File: src/design/bhpq_cmp.sv
// Shared order compare unit of the heap sequencer.
// Tells whether key a must sit below key b under the selected heap order. No dependencies.
module bhpq_cmp #(
    parameter int KEY_WIDTH = 32
) (
    input  logic [KEY_WIDTH-1:0] key_a,
    input  logic [KEY_WIDTH-1:0] key_b,
    input  logic                 min_root,
    output logic                 a_loses
);

    logic a_lt_b;
    logic a_gt_b;

    assign a_lt_b  = $signed(key_a) < $signed(key_b);
    assign a_gt_b  = $signed(key_a) > $signed(key_b);
    assign a_loses = min_root ? a_gt_b : a_lt_b;

endmodule

File: config.mk
export PLATFORM = sky130hd
export DESIGN_NAME = bhpq_cmp
export DESIGN_NICKNAME = d
export VERILOG_FILES = /design/src/design/bhpq_cmp.sv
export SDC_FILE = /design/constraint.sdc
export NUM_CORES = 1
export LEC_CHECK = 0
export BUFFER_PORTS_ARGS = -buffer_cell sky130_fd_sc_hd__buf_2
export CELL_PAD_IN_SITES_DETAIL_PLACEMENT = 0
export CELL_PAD_IN_SITES_GLOBAL_PLACEMENT = 1
export CORE_ASPECT_RATIO = 1.1
export CORE_MARGIN = 2
export CORE_UTILIZATION = 29
export DETAILED_ROUTE_END_ITERATION = 6
export PLACE_DENSITY_LB_ADDON = 0.05
export SYNTH_ARGS = -nofsm -noshare
export SYNTH_HDL_FRONTEND = slang
export SYNTH_SLANG_ARGS = --single-unit
export TNS_END_PERCENT = 1
File: constraint.sdc
create_clock -name vclk -period 2.9
set_input_delay 0.29 -clock vclk [all_inputs]
set_output_delay 0.29 -clock vclk [all_outputs]
set_load 0.01 [all_outputs]
==> summary.txt, run 1 <==
Outcome
  – Status: finished, final reports clean

GRT
  – Number of global-route vias before repair: 872
  – First-pass GRT wire length: 2822 um
  – Total gr overflow: 0
  – Largest net degree at the start of global routing: 4
  – Initial antenna violation count: 0
  – GR Util All Layers: 10.79%

Power and ir drop
  – Power density cells: 126.4 mW/mm^2
  – P_sw: 0.00007102 W
  – Switching Fraction: 46.59%
  – Combinational power share: 100.0%
  – Seq pwr share: 0%
  – P_int: 0.00008141 W
  – Clock Power Share: 0%
  – Leak: 0.7960 nW
  – VDD IR max: 0.04614 mV

Timing
  – Tightest Pin Transition: 467.0 ps
  – Setup TNS: 0 ps
  – Fmax: 423.1 MHz
  – Final hold vios: 0
  – Post-layout min period: 2363 ps
  – Final setup violation count: 0
  – Worst relative slew slack: 68.58%
  – Unrepaired setup endpoints after global routing: false
  – Final Slew Violations: 0
  – Fraction of the cycle the final worst path needs: 81.50%

Synthesis
  – Largest family of logic cells by synthesized area: adder cells
  – Yosys warnings: 0
  – Post-Synth XOR/XNOR Area: 1.049%
  – Synth top area share: 47.98%
  – Post-synthesis mux area share: 1.349%
  – Post-Syn Instances: 118
  – Adder-cell area share of the yosys netlist: 47.98%
  – Cell Area, Synth: 834.6 sq um
  – Synth Area in Compound Gates: 20.84%
  – Ranking of synthesized cells by area: ha_1, inv_1, a21oi_1
  – Avg Cell Area, Syn: 7.072 sq um
  – Netlist cell types: 20
  – Synthesized net count: 215
  – Synth Area in Simple Gates: 13.49%
  – Sequential area share after synthesis: 0%
  – Synth area leader: ha_1

Drt
  – First-pass DRT Iterations: 2
  – Routed Antenna Nets: 0
  – Iter 0 DRT Violations: 5
  – Total routed wirelength: 1932 um
  – DRC Markers: 0
  – Vias per inst: 4.618
  – Post-DR wirelength/cell: 8.903 um
  – DR vias: 1,002

CTS
  – # hold bufs at CTS: 0
  – # resized after CTS: 0
  – Setup Buffers After CTS: 0

Worst setup path
  – Critical path fanouts, max: 2
  – Setup crit start kind: input pin
  – Crit path arrival time: 2070 ps
  – CP endpoint: a_loses
  – WS Path Type: input pin to output port
  – Critical Path End Type: output port
  – WP data required: 2610 ps
  – Worst setup path start: key_a[7]

Final layout
  – Most frequent cells in the layout: buf_2, inv_1, ha_1, a21oi_1, nand2_1
  – Non-filler instance count after layout: 217
  – P&R area growth vs syn: 44.53%
  – Layout cell share with drive strength beyond 1: 38.04%
  – Number of clock-tree buffers in the layout: 0
  – Seq. cell area: 0 sq um
  – Seq Cell Count: 0
  – Inserted Diodes: 0
  – Most common cell after layout, fill and taps aside: buf_2
  – Layout filler cell count: 316
  – Final net count: 283

Die
  – Core Rows: 20
  – DIE WIDTH: 55.15 um
  – Die span in y: 60.27 um
  – Initial Util: 30.32%
  – I/O pins: 66
  – Total core area: 0.002753 sq mm
  – Die area: 0.003324 sq mm

Placement
  – Number of cells after detailed placement: 217
  – Port-buffer cells: 66
  – Final RePlAce weighted congestion: 0.6404
  – Dpl hpwl: 1900 um

Hold path
  – Worst Hold Path Cells: 4
  – Min-Delay Path Class: input pin to output port

Job
  – Max_cap viols: 0
-- power groups by stage --
| stage | Combinational [W] | Sequential [W] | Clock, W |
|---|---|---|---|
| after floorplan | 0.0000892 | 0 | 0 |
| after global placement | 0.000151 | 0 | 0 |
| after detailed placement | 0.000156 | 0 | 0 |
| after CTS | 0.000156 | 0 | 0 |
| after global routing | 0.000178 | 0 | 0 |
| final | 0.000152 | 0 | 0 |
-- routing by layer --
metal / wire length [um] / GRT usage [%] / up-vias
met5: 0 / 0 / -
met4: 0 / 0 / 0
met3: 166 / 0.2500 / 0
met2: 1047 / 25.34 / 35
met1: 717 / 9.821 / 423
li1: - / - / 544
-- worst min path at each step --
stage          slack, ps      from       to
6_report            1130  min_root  a_loses
5_1_grt             1210  min_root  a_loses
4_1_cts             1140  min_root  a_loses
3_5_place_dp        1140  min_root  a_loses
3_3_place_gp        1130  min_root  a_loses
2_1_floorplan        900  min_root  a_loses
-- logic make-up (layout without fill, tap and decap cells) --
logic type,count (synthesis),after routing
compound gates,28,28
xor+xnor,1,1
fa+ha+maj,32,32
buf+inv,34,100
mux,1,1
simple gates,22,22
-- synth_stat cells --
| master | n |
|---|---|
| inv_1 | 34 |
| ha_1 | 32 |
| a21oi_1 | 14 |
| nand2_1 | 9 |
| nand4_1 | 6 |
| o21ai_0 | 4 |
| a21o_1 | 3 |
| a21oi_2 | 2 |
| nand3_1 | 2 |
| nor2_1 | 2 |
| a211o_1 | 1 |
| a221o_1 | 1 |
| a41oi_1 | 1 |
| mux2_1 | 1 |
| nor3_1 | 1 |
| nor4_1 | 1 |
| nor4_2 | 1 |
| o211ai_1 | 1 |
| o21ai_2 | 1 |
| xor2_1 | 1 |
-- critical path: stages --
cell and delay [ps]:
buf_2 100, ha_1 290, a21oi_1 140, o21ai_0 120
a221o_1 300, a211o_1 240, a21oi_2 120, mux2_1 330
buf_2 150
-- per-stage QoR --
stage / worst slack (ps) / util (%) / total power, W / hold slack, ps / area (sq um)
after floorplan: 794.7 / - / 0.00008923 / 903.0 / 834.6
after global placement: 551.1 / 43.82 / 0.0001507 / 1132 / 1206
after detailed placement: 531.6 / 43.82 / 0.0001556 / 1141 / 1206
after CTS: 531.3 / 43.82 / 0.0001563 / 1145 / 1206
after global routing: 421.1 / 43.82 / 0.0001785 / 1213 / 1206
final: 536.6 / 43.82 / 0.0001524 / 1134 / 1206
-- layout make-up --
| type | count | area, sq um | area share (%) |
|---|---|---|---|
| Tap cell | 33 | 41.29 | 3.423 |
| Inverter | 34 | 127.6 | 10.58 |
| Timing Repair Buffer | 66 | 330.3 | 27.39 |
| Multi-Input combinational cell | 84 | 706.9 | 58.61 |
(Power assumes the default switching activity.)
==> run 2, diff against run 1 <==
--- a/config.mk
+++ b/config.mk
@@ -5,12 +5,13 @@
 export SDC_FILE = /design/constraint.sdc
 export NUM_CORES = 1
 export LEC_CHECK = 0
+export ABC_AREA = 1
 export BUFFER_PORTS_ARGS = -buffer_cell sky130_fd_sc_hd__buf_2
 export CELL_PAD_IN_SITES_DETAIL_PLACEMENT = 0
 export CELL_PAD_IN_SITES_GLOBAL_PLACEMENT = 1
 export CORE_ASPECT_RATIO = 1.1
 export CORE_MARGIN = 2
-export CORE_UTILIZATION = 29
+export CORE_UTILIZATION = 27
 export DETAILED_ROUTE_END_ITERATION = 6
 export PLACE_DENSITY_LB_ADDON = 0.05
 export SYNTH_ARGS = -nofsm -noshare
==> constraint.sdc (replaced) <==
create_clock -name vclk -period 2.21
set_input_delay 0.221 -clock vclk [all_inputs]
set_output_delay 0.221 -clock vclk [all_outputs]
set_load 0.01 [all_outputs]
==> run 2 against run 1 <==
Compared with the run above:
- first-iteration DRC count up 120%
- total power increased by 39%
- design area up 7.6%
- highest routed layer unchanged
- largest cell class unchanged
- via count is 7.1% higher
- critical endpoint unchanged
- synthesized cell count up 26%
==> summary.txt, run 2 <==
Timing
  – Fmax: 523.0 MHz
  – Final Slew Violations: 0 (unchanged)
  – Final setup violation count: 0 (unchanged)
  – Unrepaired setup endpoints after global routing: false
  – Worst relative slew slack: 83.72% (+15 points)
  – Post-layout min period: 1912 ps
  – Fraction of the cycle the final worst path needs: 86.52%
  – Tightest Pin Transition: 242.4 ps (-224.6 ps)
  – Setup TNS: 0 ps (unchanged)
  – Final hold vios: 0 (unchanged)
  – Fin worst setup slack: 297.8 ps (-238.8 ps)

Placement
  – Placement Setup Slack: 291.8 ps (-239.7 ps)
  – Port-buffer cells: 66 (unchanged)
  – Dpl hpwl: 1905 um (+0.23%)
  – Placed cell areas: 0.001297 sq mm (+7.6%)
  – Final RePlAce weighted congestion: 0.7114 (+11%)

Synthesis
  – Ranking of synthesized cells by area: ha_1, inv_1, nand2_1
  – Sequential area share after synthesis: 0% (unchanged)
  – Avg Cell Area, Syn: 6.189 sq um (-12%)
  – Synth area leader: ha_1
  – Post-Syn Instances: 149 (+26%)
  – Netlist cell types: 16 (-20%)
  – Post-synth top cells: inv_1, nand2_1, ha_1, a21oi_1, nor2_1
  – Yosys warnings: 0 (unchanged)
  – Synthesized net count: 246 (+14%)
  – Synth top area share: 43.42% (-4.6 points)
  – Cell Area, Synth: 922.1 sq um (+10%)
  – Top-count cell post-synth: inv_1

Hold path
  – Worst Hold Path Cells: 5 (+1)
  – WHS Endpoint: a_loses
  – Worst hold start: min_root
  – Min-Delay Path Class: input pin to output port

Power and ir drop
  – VDD IR max: 0.06131 mV (+33%)
  – Leak: 0.8975 nW (+13%)
  – Power density cells: 163.7 mW/mm^2 (+30%)

Die
  – Total core area: 0.003303 sq mm (+20%)
  – Core Rows: 22 (+10%)
  – DIE WIDTH: 59.72 um (+8.3%)
  – Die span in y: 65.29 um (+8.3%)
  – Die area: 0.003899 sq mm (+17%)
  – Initial Util: 27.92% (-2.4 points)
  – I/O pins: 66 (unchanged)

Outcome
  – Status: finished, final reports clean

Worst setup path
  – Worst setup path start: key_b[31]
  – Setup crit start kind: input pin
  – Crit path arrival time: 1690 ps (-380 ps)
  – WP data required: 1990 ps (-620 ps)
  – WS Path Type: input pin to output port
  – Slowest CP cell: ha_1
  – Critical Path End Type: output port
  – Critical path fanouts, max: 5 (+3)
  – Max incr delay on CP: 350 ps (+20 ps)
  – Crit-path cells: buf_2 > inv_1 > ha_1 > nand2_1 > nor2_2 > nand2_2 > nor4_4 > nand2_2 > nand2_2 > nand2_1 > nand3_1 > nand2_1 > inv_1 > buf_2

Drt
  – Routed Antenna Nets: 0 (unchanged)
  – Post-DR wirelength/cell: 7.685 um (-14%)
  – Vias per inst: 4.275 (-7.4%)
  – Iter 0 DRT Violations: 11 (+6)
  – DR vias: 1,073 (+7.1%)
  – First-pass DRT Iterations: 2 (unchanged)
  – DRC Markers: 0 (unchanged)
  – Total routed wirelength: 1929 um (-0.16%)

GRT
  – GR Util All Layers: 9.905% (-0.89 points)
  – Largest net degree at the start of global routing: 6 (+2)
  – Total gr overflow: 0 (unchanged)
  – Number of global-route vias before repair: 1,004 (+15%)
  – First-pass GRT wire length: 3339 um (+18%)
  – Initial antenna violation count: 0 (unchanged)

Final layout
  – P&R area growth vs syn: 40.71%
  – Post-Layout Inst Area: 0.001297 sq mm (+7.6%)
  – Inserted Diodes: 0 (unchanged)
  – Seq. cell area: 0 sq um (unchanged)
  – Number of clock-tree buffers in the layout: 0 (unchanged)
  – Layout cell share with drive strength beyond 1: 34.42% (-3.6 points)
  – Most frequent cells in the layout: buf_2, inv_1, nand2_1, ha_1, a21oi_1
  – Final net count: 314 (+11%)
  – Seq Cell Count: 0 (unchanged)
  – Most common cell after layout, fill and taps aside: buf_2

CTS
  – # hold bufs at CTS: 0 (unchanged)
  – # resized after CTS: 0 (unchanged)
  – Setup Buffers After CTS: 0 (unchanged)

Job
  – Max_cap viols: 0 (unchanged)
[run 2: cell types whose count changed in the layout (fill, tap and decap cells not counted), sizes merged, moves of 2 or more]
cell / before / now
nand2: 9 / 38
a21oi: 16 / 14
nand3: 2 / 5
nor2: 2 / 9
o21ai: 5 / 3
nand4: 6 / 2
inv: 34 / 41
o21a: 0 / 2
[run 2: cell families after synthesis]
| group | count (synthesis) | synth area share (%) |
|---|---|---|
| compound gates | 21 | 13.03 |
| fa+ha+maj | 32 | 43.42 |
| simple gates | 55 | 26.86 |
| buf+inv | 41 | 16.69 |
[run 2: per-layer routing]
layer / track usage [%] / up-vias / routed length [um]
met5: 0 / - / 0
met4: 0 / 0 / 0
met3: 0.3937 / 0 / 137
met2: 19.97 / 38 / 893
met1: 11.81 / 430 / 898
li1: - / 605 / -
[run 2: how the worst max path moves through the flow]
stage	end	slack (ps)	cells after the start
after global placement	a_loses	360	14
final	a_loses	300	14
after detailed placement	a_loses	290	14
after floorplan	a_loses	600	12
after global routing	a_loses	110	14
after CTS	a_loses	280	14
[run 2: worst max-delay path: cells and delay by family]
| kind | cells | cell delay, ps |
|---|---|---|
| simple gates | 9 | 860 |
| buf+inv | 4 | 260 |
| fa+ha+maj | 1 | 350 |
[run 2: area by class of cell]
class / instances / area [sq um]
fill: 361 / 2006
multi-input combinational: 108 / 768.2
timing repair buffer: 66 / 330.3
inverter: 41 / 153.9
tap: 36 / 45.04
[run 2: where the power goes]
group / total, W / internal [W] / leakage (nW) / switching (W)
registers: 0 / 0 / 0 / 0
clock network: 0 / 0 / 0 / 0
logic: 0.000212 / 0.000108 / 0.897 / 0.000104
[run 2: stage by stage]
stage | util, % | total power, W | hold WS (ps) | std cells
after floorplan | - | 0.0001307 | 603.5 | 149
after global placement | 39.28 | 0.0002090 | 828.3 | 251
after detailed placement | 39.28 | 0.0002162 | 841.5 | 251
after CTS | 39.28 | 0.0002178 | 841.5 | 251
after global routing | 39.28 | 0.0002530 | 867.3 | 251
final | 39.28 | 0.0002124 | 834.9 | 251
==> run 3, diff against run 2 <==
--- a/config.mk
+++ b/config.mk
@@ -7,7 +7,7 @@
 export LEC_CHECK = 0
 export ABC_AREA = 1
 export BUFFER_PORTS_ARGS = -buffer_cell sky130_fd_sc_hd__buf_2
-export CELL_PAD_IN_SITES_DETAIL_PLACEMENT = 0
+export CELL_PAD_IN_SITES_DETAIL_PLACEMENT = 1
 export CELL_PAD_IN_SITES_GLOBAL_PLACEMENT = 1
 export CORE_ASPECT_RATIO = 1.1
 export CORE_MARGIN = 2
==> run 3 against run 2 <==
Compared with the run above:
- hold slack got worse by 12 ps
- design area did not move
- die area did not move
- sequential share of layout area did not move
- core utilization did not move
- flip-flop and latch count did not move
- non-clock buffer count did not move
- total power rose by 2.5%
- critical path type unchanged
==> summary.txt, run 3 (same netlist as run 2, synthesis figures left out) <==
Timing
  – Final setup violation count: 0 (unchanged)
  – Fin worst setup slack: 259.3 ps (-38.53 ps)
  – Tightest Pin Transition: 249.6 ps (+7.223 ps)
  – Post-layout min period: 1951 ps (+38.53 ps)
  – Final hold vios: 0 (unchanged)
  – Fmax: 512.6 MHz (-2.0%)
  – Unrepaired setup endpoints after global routing: false
  – Fraction of the cycle the final worst path needs: 88.27% (+1.7 points)
  – Final Slew Violations: 0 (unchanged)
  – Setup TNS: 0 ps (unchanged)
  – Worst relative slew slack: 83.23% (-0.49 points)

Final layout
  – Post-Layout Inst Area: 0.001297 sq mm (unchanged)
  – Inserted Diodes: 0 (unchanged)
  – Area of the multi-input gates: 768.2 sq um (unchanged)
  – Non-filler instance count after layout: 251 (unchanged)
  – Final net count: 314 (unchanged)
  – Layout filler cell count: 471 (+30%)
  – Layout cell share with drive strength beyond 1: 34.42% (unchanged)
  – Most common cell after layout, fill and taps aside: buf_2
  – Seq Cell Count: 0 (unchanged)
  – Most frequent cells in the layout: buf_2, inv_1, nand2_1, ha_1, a21oi_1
  – Number of clock-tree buffers in the layout: 0 (unchanged)
  – Seq. cell area: 0 sq um (unchanged)
  – P&R area growth vs syn: 40.71% (unchanged)

Drt
  – Met2 WL: 1173 um (+31%)
  – Vias per inst: 4.494 (+5.1%)
  – DR vias: 1,128 (+5.1%)
  – Length of routed wiring on met1: 987 um (+9.9%)
  – Total routed wirelength: 2313 um (+20%)
  – Met3 wire length: 152 um (+11%)
  – Iter 0 DRT Violations: 10 (-1)
  – First-pass DRT Iterations: 4 (+2)
  – DRC Markers: 0 (unchanged)
  – Max Used Layer: met3
  – Routed Antenna Nets: 0 (unchanged)
  – Post-DR wirelength/cell: 9.215 um (+20%)

GRT
  – Largest net degree at the start of global routing: 6 (unchanged)
  – GR Util All Layers: 12.41% (+2.5 points)
  – Number of global-route vias before repair: 1,132 (+13%)
  – Initial antenna violation count: 0 (unchanged)
  – Total gr overflow: 0 (unchanged)
  – First-pass GRT wire length: 4077 um (+22%)

Die
  – I/O pins: 66 (unchanged)
  – Core Rows: 22 (unchanged)
  – Die span in y: 65.29 um (unchanged)
  – DIE WIDTH: 59.72 um (unchanged)
  – Initial Util: 27.92% (unchanged)
  – Die area: 0.003899 sq mm (unchanged)
  – Total core area: 0.003303 sq mm (unchanged)

Placement
  – Number of cells after detailed placement: 251 (unchanged)
  – Final RePlAce weighted congestion: 0.7114 (unchanged)
  – Placement Setup Slack: 231.8 ps (-60.06 ps)
  – Dpl hpwl: 2272 um (+19%)
  – Port-buffer cells: 66 (unchanged)
  – Placed cell areas: 0.001297 sq mm (unchanged)

Worst setup path
  – Critical Path End Type: output port
  – Crit path arrival time: 1730 ps (+40 ps)
  – Critical path fanouts, max: 5 (unchanged)
  – WP data required: 1990 ps (about the same)
  – Setup crit start kind: input pin
  – WS Path Type: input pin to output port

CTS
  – # hold bufs at CTS: 0 (unchanged)
  – # resized after CTS: 0 (unchanged)
  – Setup Buffers After CTS: 0 (unchanged)

Power and ir drop
  – Power after layout: 0.0002178 W (+2.5%)
  – VDD IR max: 0.04872 mV (-21%)
  – Power density cells: 167.9 mW/mm^2 (+2.5%)
  – Leak: 0.8975 nW (unchanged)

Outcome
  – Status: finished, final reports clean

Hold path
  – Min-Delay Path Class: input pin to output port
  – Worst Hold Path Cells: 5 (unchanged)

Job
  – Max_cap viols: 0 (unchanged)
run 3: layout make-up:
cell class | instances | share of cell area (%)
Timing Repair Buffer | 66 | 25.46
Tap cell | 36 | 3.472
Multi-Input combinational cell | 108 | 59.21
Inverter | 41 | 11.86
run 3: worst max-delay path, cell delays in order:
cell,delay [ps]
buf_2,100
ha_1,350
nand2_1,110
nor2_2,150
nand2_2,90
nor4_4,180
nand2_2,120
nand2_2,80
nand2_1,50
nand3_1,60
nand2_1,60
inv_1,50
buf_2,110
run 3: routing by layer:
layer	global-route usage, %	vias up
met5	0	-
met4	0	0
met3	0.7874	0
met2	25.95	38
met1	13.81	488
li1	-	602
run 3: final timing paths:
check / slack (ps) / endpoint / from
worst max-delay path: 260 / a_loses / key_a[31]
worst min-delay path: 820 / a_loses / min_root
run 3: metrics by stage:
step / hold WS [ps] / util [%]
after global placement: 828.3 / 39.28
after CTS: 836.3 / 39.28
after floorplan: 603.5 / -
after global routing: 867.7 / 39.28
final: 823.2 / 39.28
after detailed placement: 836.3 / 39.28
run 3: power breakdown:
group	switching, W	total [W]	internal (W)	leakage, nW
sequential	0	0	0	0
clock	0	0	0	0
combinational	0.000109	0.000218	0.000109	0.897
total	0.000109	0.000218	0.000109	0.897
